===== src/rtl/core/skbh_pkg.sv =====
`timescale 1ns / 1ps
// ----------------------------------------------------------------------------
// skbh_pkg
// Shared types and constants of the string key bucket hash block.
// ----------------------------------------------------------------------------
package skbh_pkg;

   typedef logic [7:0]  byte_type;
   typedef logic [15:0] count_type;
   typedef logic [31:0] word_type;

   // mixing constants
   localparam word_type MIX_SEED  = 32'h1234_5678;
   localparam word_type MIX_MULT  = 32'h5bd1_e995;
   localparam int       MIX_SHIFT = 15;
   localparam int       HALF_BITS = 16;

   // one remainder bit per step
   localparam int DIV_STEPS = 32;
   localparam int STEP_W    = $clog2(DIV_STEPS);
   typedef logic [STEP_W-1:0] step_type;

   // controller to datapath
   typedef struct packed {
      logic accept;     // take a key byte, start the multiply
      logic mix_step;   // fold the product into the mixing state
      logic div_step;   // one restoring divide step
      logic load_out;   // move the finished hash into the output register
   } dp_cmd_type;

   // datapath to controller
   typedef struct packed {
      logic last;         // byte in flight ends the key
      logic bucket_zero;  // no reduction wanted
   } dp_status_type;

endpackage


===== src/rtl/core/skbh_req_if.sv =====
`timescale 1ns / 1ps
// ----------------------------------------------------------------------------
// skbh_req_if
// Key byte channel: valid/ready handshake with one key byte per beat.
// ----------------------------------------------------------------------------
interface skbh_req_if;
   logic               valid;
   logic               ready;
   skbh_pkg::byte_type key_byte;
   logic               end_of_key;

   modport source (output valid, output key_byte, output end_of_key, input ready);
   modport sink   (input valid, input key_byte, input end_of_key, output ready);
endinterface


===== src/rtl/core/skbh_rsp_if.sv =====
`timescale 1ns / 1ps
// ----------------------------------------------------------------------------
// skbh_rsp_if
// Hash result channel: valid/ready handshake with one hash word per beat.
// ----------------------------------------------------------------------------
interface skbh_rsp_if;
   logic               valid;
   logic               ready;
   skbh_pkg::word_type hash_value;

   modport source (output valid, output hash_value, input ready);
   modport sink   (input valid, input hash_value, output ready);
endinterface


===== src/rtl/core/skbh_datapath.sv =====
`timescale 1ns / 1ps
// ----------------------------------------------------------------------------
// skbh_datapath
// Mixing state, byte count, multiplier, restoring divider and output register.
// ----------------------------------------------------------------------------
module skbh_datapath (
   input  logic                   clock,
   input  logic                   reset,
   input  logic                   csr_wr_en,
   input  skbh_pkg::word_type     csr_wr_data,
   input  skbh_pkg::byte_type     key_byte,
   input  logic                   end_of_key,
   input  skbh_pkg::dp_cmd_type   cmd,
   output skbh_pkg::dp_status_type status,
   output skbh_pkg::word_type     hash_value
);
   import skbh_pkg::*;

   word_type  bucket_ff;
   word_type  mix_ff, mix_in;
   count_type count_ff, count_in;
   byte_type  prev_ff;
   logic      in_key_ff;
   logic      last_ff;
   word_type  prod_ff, prod_in;
   logic [15:0] low_ff, low_in;
   word_type  rem_ff, rem_in;
   word_type  quo_ff, quo_in;
   word_type  out_ff;
   word_type  mixed;
   word_type  word;
   byte_type  second_last;
   logic [32:0] shifted;
   logic [32:0] diff;

   // product of the xored state, truncated to 32 bits
   always_comb begin
      prod_in = word_type'(
         (mix_ff ^ {{24{key_byte[7]}}, key_byte}) * MIX_MULT);
   end

   // low half from the last two bytes, the sign of the last byte and the inverted new count
   always_comb begin
      count_in    = count_ff + 16'd1;
      second_last = in_key_ff ? prev_ff : key_byte;
      low_in      = {(key_byte[7] ? 8'hFF : second_last), key_byte} ^ ~count_in;
   end

   // fold and build the unreduced word
   always_comb begin
      mixed  = prod_ff ^ (prod_ff >> MIX_SHIFT);
      word   = {mixed[31:HALF_BITS], low_ff};
      mix_in = mixed;
   end

   // one restoring divide step
   always_comb begin
      shifted = {rem_ff, quo_ff[31]};
      diff    = shifted - {1'b0, bucket_ff};
      rem_in  = diff[32] ? shifted[31:0] : diff[31:0];
      quo_in  = {quo_ff[30:0], 1'b0};
   end

   // configuration register
   always_ff @(posedge clock) begin
      if (reset) begin
         bucket_ff <= '0;
      end else if (csr_wr_en) begin
         bucket_ff <= csr_wr_data;
      end
   end

   // key state
   always_ff @(posedge clock) begin
      if (reset) begin
         mix_ff    <= MIX_SEED;
         count_ff  <= '0;
         prev_ff   <= '0;
         in_key_ff <= 1'b0;
      end else if (cmd.accept) begin
         count_ff  <= count_in;
         prev_ff   <= key_byte;
         in_key_ff <= 1'b1;
      end else if (cmd.mix_step) begin
         if (last_ff) begin
            mix_ff    <= MIX_SEED;
            count_ff  <= '0;
            in_key_ff <= 1'b0;
         end else begin
            mix_ff <= mix_in;
         end
      end
   end

   // per-beat payload
   always_ff @(posedge clock) begin
      if (cmd.accept) begin
         prod_ff <= prod_in;
         low_ff  <= low_in;
         last_ff <= end_of_key;
      end
   end

   // divider registers, loaded with the word at the end of a key
   always_ff @(posedge clock) begin
      if (cmd.mix_step && last_ff) begin
         if (bucket_ff == '0) begin
            rem_ff <= word;
         end else begin
            rem_ff <= '0;
            quo_ff <= word;
         end
      end else if (cmd.div_step) begin
         rem_ff <= rem_in;
         quo_ff <= quo_in;
      end
   end

   // output register
   always_ff @(posedge clock) begin
      if (cmd.load_out) begin
         out_ff <= rem_ff;
      end
   end

   assign status.last        = last_ff;
   assign status.bucket_zero = (bucket_ff == '0);
   assign hash_value         = out_ff;

endmodule


===== src/rtl/core/skbh_ctrl.sv =====
`timescale 1ns / 1ps
// ----------------------------------------------------------------------------
// skbh_ctrl
// Sequencer for byte mixing, the divide loop and the output beat.
// ----------------------------------------------------------------------------
module skbh_ctrl (
   input  logic                    clock,
   input  logic                    reset,
   input  logic                    req_valid,
   output logic                    req_ready,
   output logic                    rsp_valid,
   input  logic                    rsp_ready,
   input  skbh_pkg::dp_status_type status,
   output skbh_pkg::dp_cmd_type    cmd
);
   import skbh_pkg::*;

   localparam logic [1:0] S_IDLE = 2'd0;
   localparam logic [1:0] S_MIX  = 2'd1;
   localparam logic [1:0] S_DIV  = 2'd2;
   localparam logic [1:0] S_HOLD = 2'd3;

   logic [1:0] state_ff, state_in;
   step_type   step_ff, step_in;
   logic       out_valid_ff, out_valid_in;
   logic       out_free;

   assign out_free  = !out_valid_ff || rsp_ready;
   assign req_ready = (state_ff == S_IDLE);
   assign rsp_valid = out_valid_ff;

   // next state and commands
   always_comb begin
      state_in     = state_ff;
      step_in      = step_ff;
      cmd          = '0;
      unique case (state_ff)
         S_IDLE: begin
            if (req_valid) begin
               cmd.accept = 1'b1;
               state_in   = S_MIX;
            end
         end
         S_MIX: begin
            cmd.mix_step = 1'b1;
            step_in      = '0;
            if (!status.last) begin
               state_in = S_IDLE;
            end else if (status.bucket_zero) begin
               state_in = S_HOLD;
            end else begin
               state_in = S_DIV;
            end
         end
         S_DIV: begin
            cmd.div_step = 1'b1;
            step_in      = step_ff + 1'b1;
            if (step_ff == step_type'(DIV_STEPS - 1)) begin
               state_in = S_HOLD;
            end
         end
         S_HOLD: begin
            if (out_free) begin
               cmd.load_out = 1'b1;
               state_in     = S_IDLE;
            end
         end
         default: state_in = S_IDLE;
      endcase
   end

   // output valid flag
   always_comb begin
      out_valid_in = out_valid_ff;
      if (cmd.load_out) begin
         out_valid_in = 1'b1;
      end else if (rsp_ready) begin
         out_valid_in = 1'b0;
      end
   end

   always_ff @(posedge clock) begin
      if (reset) begin
         state_ff     <= S_IDLE;
         step_ff      <= '0;
         out_valid_ff <= 1'b0;
      end else begin
         state_ff     <= state_in;
         step_ff      <= step_in;
         out_valid_ff <= out_valid_in;
      end
   end

endmodule


===== src/rtl/core/string_key_bucket_hash.sv =====
`timescale 1ns / 1ps
// ----------------------------------------------------------------------------
// string_key_bucket_hash
// Byte-serial string key hash with optional reduction to a bucket index.
// ----------------------------------------------------------------------------
// A key arrives one byte per beat with end_of_key on its final byte, and each
// byte passes through the 32x32 multiplier, then a fold of the product back
// into the mixing state. The final byte then yields one hash word: with
// bucket_count zero it goes to the output register unreduced, otherwise a
// restoring divider first reduces it, one remainder bit per cycle. The
// finished word sits in an output register, and the next key's bytes are
// taken while it waits for the sink.
// Write bucket_count only while no key is in flight.
module string_key_bucket_hash (
   input  logic               clock,
   input  logic               reset,
   skbh_req_if.sink           req_ch,
   skbh_rsp_if.source         rsp_ch,
   input  logic               csr_wr_en,
   input  skbh_pkg::word_type csr_wr_data
);
   import skbh_pkg::*;

   dp_cmd_type    cmd;
   dp_status_type status;

   skbh_ctrl u_ctrl (
      .clock     (clock),
      .reset     (reset),
      .req_valid (req_ch.valid),
      .req_ready (req_ch.ready),
      .rsp_valid (rsp_ch.valid),
      .rsp_ready (rsp_ch.ready),
      .status    (status),
      .cmd       (cmd)
   );

   skbh_datapath u_datapath (
      .clock       (clock),
      .reset       (reset),
      .csr_wr_en   (csr_wr_en),
      .csr_wr_data (csr_wr_data),
      .key_byte    (req_ch.key_byte),
      .end_of_key  (req_ch.end_of_key),
      .cmd         (cmd),
      .status      (status),
      .hash_value  (rsp_ch.hash_value)
   );

endmodule


===== src/flat_wrapper.sv =====
// flat-port wrapper written by rule: the top's interface ports become plain ports
module string_key_bucket_hash_flat import skbh_pkg::*;
  (clock, reset, csr_wr_en, csr_wr_data, req_ch_valid, req_ch_key_byte, req_ch_end_of_key, req_ch_ready, rsp_ch_valid, rsp_ch_hash_value, rsp_ch_ready);
  skbh_req_if req_ch_i ();
  skbh_rsp_if rsp_ch_i ();
  input  logic clock;
  input  logic reset;
  input  logic csr_wr_en;
  input  skbh_pkg::word_type csr_wr_data;
  input wire logic [$bits(req_ch_i.valid)-1:0] req_ch_valid;
  input wire logic [$bits(req_ch_i.key_byte)-1:0] req_ch_key_byte;
  input wire logic [$bits(req_ch_i.end_of_key)-1:0] req_ch_end_of_key;
  output wire logic [$bits(req_ch_i.ready)-1:0] req_ch_ready;
  output wire logic [$bits(rsp_ch_i.valid)-1:0] rsp_ch_valid;
  output wire logic [$bits(rsp_ch_i.hash_value)-1:0] rsp_ch_hash_value;
  input wire logic [$bits(rsp_ch_i.ready)-1:0] rsp_ch_ready;
  assign req_ch_i.valid = req_ch_valid;
  assign req_ch_i.key_byte = req_ch_key_byte;
  assign req_ch_i.end_of_key = req_ch_end_of_key;
  assign req_ch_ready = req_ch_i.ready;
  assign rsp_ch_valid = rsp_ch_i.valid;
  assign rsp_ch_hash_value = rsp_ch_i.hash_value;
  assign rsp_ch_i.ready = rsp_ch_ready;
  string_key_bucket_hash u_core (.clock(clock), .reset(reset), .req_ch(req_ch_i), .rsp_ch(rsp_ch_i), .csr_wr_en(csr_wr_en), .csr_wr_data(csr_wr_data));
endmodule

===== config.mk =====
export PLATFORM = sky130hd
export DESIGN_NAME = string_key_bucket_hash_flat
export DESIGN_NICKNAME = d
export VERILOG_FILES = /design/src/rtl/core/skbh_pkg.sv /design/src/rtl/core/skbh_req_if.sv /design/src/rtl/core/skbh_rsp_if.sv /design/src/rtl/core/skbh_datapath.sv /design/src/rtl/core/skbh_ctrl.sv /design/src/rtl/core/string_key_bucket_hash.sv /design/src/flat_wrapper.sv
export SDC_FILE = /design/constraint.sdc
export NUM_CORES = 1
export LEC_CHECK = 0
export ABC_AREA = 0
export BUFFER_PORTS_ARGS = -buffer_cell sky130_fd_sc_hd__clkbuf_2
export CORE_AREA = 2 2 265 267
export DETAILED_ROUTE_END_ITERATION = 12
export DIE_AREA = 0 0 267 269
export GPL_TIMING_DRIVEN = 0
export SLEW_MARGIN = 20
export SYNTH_ARGS = -nofsm -noshare
export SYNTH_HDL_FRONTEND = slang
export SYNTH_SLANG_ARGS = --single-unit

===== constraint.sdc =====
create_clock -name clock -period 10.55 [get_ports clock]
set_input_delay 0.5275 -clock clock [delete_from_list [all_inputs] [get_ports clock]]
set_output_delay 0.5275 -clock clock [all_outputs]
set_load 0.01 [all_outputs]

==> results of run 1 <==
## cells by family after synthesis
kind of cell / synth area share
buffers and inverters: 0.0779
adders and majority gates: 0.316
DFF: 0.306
AOI/OAI and AO/OA: 0.0871
muxes: 0.0200
and+or+nand+nor: 0.112
xor gates and xnor gates: 0.0814
## final cells by class
type                       count  area [um^2]
fill                        7124        46000
multi-input combinational   1424        12700
sequential                   242         6300
inverter                     366         1370
tap                          940         1180
clock buffer                  32          726
timing repair buffer          81          465
clock inverter                18          250
buffer                        60          231
## cells in the final DEF, fill, tap and decap left out, drive strengths merged, types with 9 or more instances in the layout
master,Yosys,routed
a211oi,11,11
a21o,16,16
a21oi,88,88
a22oi,12,12
and2,17,17
and3,16,16
buf,16,19
clkbuf,44,154
clkinv,1,10
dfxtp,97,97
edfxtp,145,145
fa,172,172
ha,243,243
inv,365,366
mux2i,41,41
nand2,199,199
nand2b,11,11
nand3,42,42
nor2,130,130
nor2b,39,39
nor4,14,14
o21a,10,10
o21ai,59,59
o21bai,10,10
o311ai,16,16
or2,9,9
xnor2,117,117
xor2,73,73
## layer usage
metal | global-route usage | vias to the layer above | share of wire
met5 | 0 | - | 0
met4 | 0.0232 | 0 | 0.012
met3 | 0.0144 | 44 | 0.043
met2 | 0.258 | 314 | 0.48
met1 | 0.200 | 7005 | 0.46
li1 | - | 7104 | -
## registers in the layout, indices dropped and copies added, names as in the netlist, named ones only
signal,cells
u_core.u_datapath.count_ff,16
u_core.u_datapath.last_ff,1
u_core.u_datapath.prev_ff,8
u_core.u_ctrl.rsp_valid,1
u_core.u_datapath.mix_ff,32
u_core.u_datapath.bucket_ff,32
u_core.u_ctrl.state_ff,1
u_core.u_datapath.rem_ff,32
u_core.u_datapath.prod_ff,32
u_core.u_datapath.hash_value,32
u_core.u_datapath.quo_ff,32
u_core.u_ctrl.step_ff,5
u_core.u_datapath.low_ff,16
u_core.u_datapath.in_key_ff,1
## worst min path at each step
| stage | from | endpoint | slack, ns | depth (start not counted) |
|---|---|---|---|---|
| final | csr_wr_data[15] | u_core.u_datapath.bucket_ff[15]$_SDFFE_PP0P_ | 0.22 | 3 |
| after floorplan | u_core.u_datapath.prev_ff[7]$_SDFFE_PP0P_ | u_core.u_datapath.prev_ff[7]$_SDFFE_PP0P_ | 0.44 | 2 |
| after CTS | req_ch_end_of_key | u_core.u_datapath.last_ff$_DFFE_PP_ | 0.20 | 1 |
| after global routing | req_ch_end_of_key | u_core.u_datapath.last_ff$_DFFE_PP_ | 0.20 | 1 |
| after detailed placement | u_core.u_datapath.prev_ff[1]$_SDFFE_PP0P_ | u_core.u_datapath.prev_ff[1]$_SDFFE_PP0P_ | 0.45 | 2 |
| after global placement | u_core.u_datapath.prev_ff[6]$_SDFFE_PP0P_ | u_core.u_datapath.prev_ff[6]$_SDFFE_PP0P_ | 0.44 | 2 |
## worst min-delay path, stage by stage
cell and delay (ns):
clkbuf_2 0.07, mux2i_1 0.06, nor2_1 0.07
## synth_stat cells (all sizes together), types with 17 or more instances
cell type,number,share of area
o21ai,59,0.015
xnor2,117,0.050
a21oi,88,0.022
xor2,73,0.031
and2,17,0.0052
nor2,130,0.024
mux2i,41,0.020
nand2,199,0.036
fa,172,0.17
dfxtp,97,0.095
nor2b,39,0.012
nand3,42,0.010
clkbuf,44,0.0080
edfxtp,145,0.21
inv,365,0.067
ha,243,0.15
## through the flow
step / instance area (um^2) / hold WS (ns) / utilization / cells / setup slack, ns
3_5_place_dp: 22300 / 0.449 / 0.321 / 3113 / 0.373
6_report: 23300 / 0.217 / 0.336 / 3163 / 0.878
5_1_grt: 23300 / 0.203 / 0.336 / 3163 / 0.453
3_3_place_gp: 22100 / 0.443 / 0.319 / 3110 / 0.0626
2_1_floorplan: 20500 / 0.436 / - / 2092 / 2.34
4_1_cts: 23200 / 0.199 / 0.335 / 3163 / 0.942
==> results_dict.tcl, run 1 <==
set metrics [dict create \
    status "finished clean" \
    area_growth_pct 13.2 \
    grt_start_max_net_pins 48 \
    dp_hpwl_um 43200 \
    worst_slew_pin_slew_ns 1.13 \
    hold_class "primary input to register" \
    vias 14500 \
    hold_viol 0 \
    rr_worst_depth 28 \
    drc 0 \
    nets 2663 \
    drive_gt1_frac 0.0711 \
    ios 80 \
    maxCapViolations 0 \
    cp_max_fo 10 \
    routed_wl_um 52700 \
    synth_edf_count 145 \
    clock-root-buffer "clkbuf_16" \
    clock_sinks 242 \
    relSlewSlack 0.246 \
    antenna_left 0 \
    cts_buffers 27 \
    die_width_um 267 \
    firstDrtPassIters 5 \
    grt_pass1_vias 14300 \
    r2r_end "u_core.u_datapath.prod_ff[31]$_DFFE_PP_" \
    cts_setup_buffers 0 \
    worst-path-buf-inv 8 \
    r2r_slack_ns 1.82 \
    ys_types 66 \
    htreeDepth 1 \
    critical_path_arrival_ns 9.95 \
    fin_crit_ns 9.67 \
    setup_viol 0 \
    rsz0062_at_grt "false" \
    clock_path_buffers 3 \
    fin_tns_setup_ns 0 \
    drv_slew 0 \
    die_area_um2 71800 \
    synth_cells 2092 \
    grt_first_pass_wirelength_um 82200 \
    avgViaCountPerCell 4.57 \
    fin_skew_ns 0.0116 \
    synth_warnings 0 \
    crit_path_end "u_core.u_datapath.prod_ff[31]$_DFFE_PP_" \
    cts_resized 0 \
    cp_slowest_cell "clkbuf_1" \
    crit_top_cell "fa_1" \
    start_kind "primary input" \
    r2r_start "u_core.u_datapath.mix_ff[1]$_SDFFE_PP0P_" \
    ys_seq_area_frac 0.306 \
    netlist_area_um2 20500 \
    coreArea_um2 69300 \
    crit_family "adder cells" \
    dieHeight_um 269 \
    port-buffer-count 78 \
    crit_cells 27 \
    criticalPathCategory "primary input to register" \
    post-route-period-util 0.917 \
    antenna_found_initial 0 \
    grt_usage 0.147 \
    synth_ff_type "edfxtp_1" \
    drt-wirelength-per-cell_um 16.7 \
    grt_overflow 0 \
    syn_avg_cell_area_um2 9.82 \
    cp.required_ns 10.83 \
    routabilityCongestion 0.914 \
    n_antenna_cell 0 \
    clk_latency_ns 0.55 \
    slowest_delay_ns 0.80 \
    cts_tree "built" \
    drt_iter0_drc 973 \
    holdBufCountCts 0 \
    synth_nets 2553 \
    yosys_register_bits 242 \
    cp-startpoint "req_ch_key_byte[7]" \
    start_util 0.296 \
    rows 97 \
    fmax_mhz 103 \
    cp-end-kind "register" \
    synthArstFlopShare 0 \
    path_clk_slew_ns 0.06 \
]
Power of run 1 is left out: the tool's default activity adds up to more than one toggle a clock period on the data nets, which glitch-free logic cannot reach.
==> inputs of run 2 (changes only) <==
--- a/config.mk
+++ b/config.mk
@@ -11,6 +11,7 @@
 export DETAILED_ROUTE_END_ITERATION = 12
 export DIE_AREA = 0 0 267 269
 export GPL_TIMING_DRIVEN = 0
+export PLACE_DENSITY = 0.43
 export SLEW_MARGIN = 20
 export SYNTH_ARGS = -nofsm -noshare
 export SYNTH_HDL_FRONTEND = slang
==> results_dict.tcl, run 2 (synthesized netlist as in run 1, its figures left out) <==
set metrics [dict create \
    avgViaCountPerCell 4.56 \
    use_met2 0.292 \
    firstDrtPassIters 5 \
    drive_gt1_frac 0.0735 \
    drt_iter0_drc 710 \
    r2r_slack_ns 1.68 \
    met1_usage 0.221 \
    dp_hpwl_um 48400 \
    rows 97 \
    hold_slack_ns 0.153 \
    r2r_start "u_core.u_datapath.mix_ff[1]$_SDFFE_PP0P_" \
    fmax_mhz 100 \
    fin_skew_ns 0.0155 \
    setup_viol 0 \
    final_cell_mix "inv_1 (365), ha_1 (243), nand2_1 (198), fa_1 (172), edfxtp_1 (145)" \
    min_from "req_ch_end_of_key" \
    grt_first_pass_wirelength_um 91100 \
    worst_slew_pin_slew_ns 1.20 \
    start_util 0.296 \
    holdBufCountCts 0 \
    antenna_found_initial 0 \
    criticalPathCategory "primary input to register" \
    htreeDepth 1 \
    postLayoutCoreUtil 0.336 \
    die_width_um 267 \
    clock-root-buffer "clkbuf_16" \
    drv_slew 0 \
    grt_usage 0.166 \
    coreArea_um2 69300 \
    port-buffer-count 78 \
    gr-max-usage-layer "met2" \
    routabilityCongestion 0.879 \
    cp.required_ns 10.86 \
    cts_buffers 28 \
    nets 2669 \
    final_common_cell "inv_1" \
    dieHeight_um 269 \
    cts_resized 0 \
    clock_sinks 242 \
    cp_max_fo 10 \
    post-route-period-util 0.946 \
    grt_start_max_net_pins 47 \
    area_growth_pct 13.4 \
    fin_crit_ns 9.98 \
    status "finished clean" \
    dpl_cell_area_um2 22400 \
    worstHoldEndpoint "u_core.u_datapath.last_ff$_DFFE_PP_" \
    final_area_um2 23300 \
    clk_latency_ns 0.57 \
    cp-startpoint "req_ch_key_byte[7]" \
    rsz0062_at_grt "false" \
    critical_path_arrival_ns 10.29 \
    cts_tree "built" \
    hold_class "primary input to register" \
    die_area_um2 71800 \
    ios 80 \
    grt_pass1_vias 15300 \
    drt-wirelength-per-cell_um 18.5 \
    relSlewSlack 0.199 \
    antenna_left 0 \
    cts_setup_buffers 0 \
    routed_wl_um 58700 \
    r2r_end "u_core.u_datapath.prod_ff[31]$_DFFE_PP_" \
    clock_path_buffers 3 \
    cp-end-kind "register" \
    hold-path-cell-count 1 \
    maxCapViolations 0 \
    n_antenna_cell 0 \
    drc 0 \
    nFillCells 7144 \
    start_kind "primary input" \
    hold_viol 0 \
    grt_overflow 0 \
    path_clk_slew_ns 0.06 \
    vias 14400 \
    met3_usage 0.0152 \
    rr_worst_depth 28 \
]
==> run 2: worst max path at each step <==
stage	endpoint	slack [ns]	depth (start not counted)
after floorplan	u_core.u_datapath.prod_ff[31]$_DFFE_PP_	2.34	26
after global placement	u_core.u_datapath.prod_ff[31]$_DFFE_PP_	-0.17	27
after detailed placement	u_core.u_datapath.prod_ff[31]$_DFFE_PP_	-0.002	27
after CTS	u_core.u_datapath.prod_ff[31]$_DFFE_PP_	0.58	27
after global routing	u_core.u_datapath.prod_ff[31]$_DFFE_PP_	0.008	27
final	u_core.u_datapath.prod_ff[31]$_DFFE_PP_	0.57	27
==> run 2: cell type report <==
cell class	instances	area, um^2	area share
Tap cell	940	1180	0.0505
Multi-Input combinational cell	1424	12800	0.548
Buffer	60	231	0.00994
Timing Repair Buffer	86	532	0.0228
Sequential cell	242	6300	0.270
Clock inverter	11	113	0.00483
Clock buffer	41	801	0.0344
Inverter	366	1370	0.0590
==> run 2: through the flow <==
stage                     TNS [ns]  cells  setup slack, ns
after floorplan                  0   2092             2.34
after global placement      -0.254   3110           -0.174
after detailed placement  -0.00231   3118         -0.00231
after CTS                        0   3170            0.582
after global routing             0   3170          0.00786
final                            0   3170            0.572
==> run 2: routing by layer <==
| metal | vias up | wire (um) |
|---|---|---|
| met5 | - | 0 |
| met4 | 0 | 1140 |
| met3 | 60 | 1510 |
| met2 | 190 | 28400 |
| met1 | 7084 | 27600 |
| li1 | 7115 | - |
==> run 2: worst max-delay path: stages <==
cell	delay (ns)
clkbuf_2	0.19
buf_1	0.62
clkbuf_1	0.79
buf_1	0.83
xor2_2	0.68
ha_1	0.28
ha_1	0.24
fa_1	0.51
inv_1	0.05
fa_1	0.48
inv_1	0.05
fa_1	0.48
fa_1	0.53
fa_1	0.49
inv_1	0.05
fa_1	0.47
inv_1	0.05
ha_1	0.34
a211oi_1	0.35
nand2_1	0.14
a2111oi_0	0.37
o21ai_0	0.28
a41o_1	0.46
o21ai_0	0.45
o2111ai_1	0.24
a21oi_1	0.23
xnor2_1	0.08
Power of run 2 is left out for the same reason.
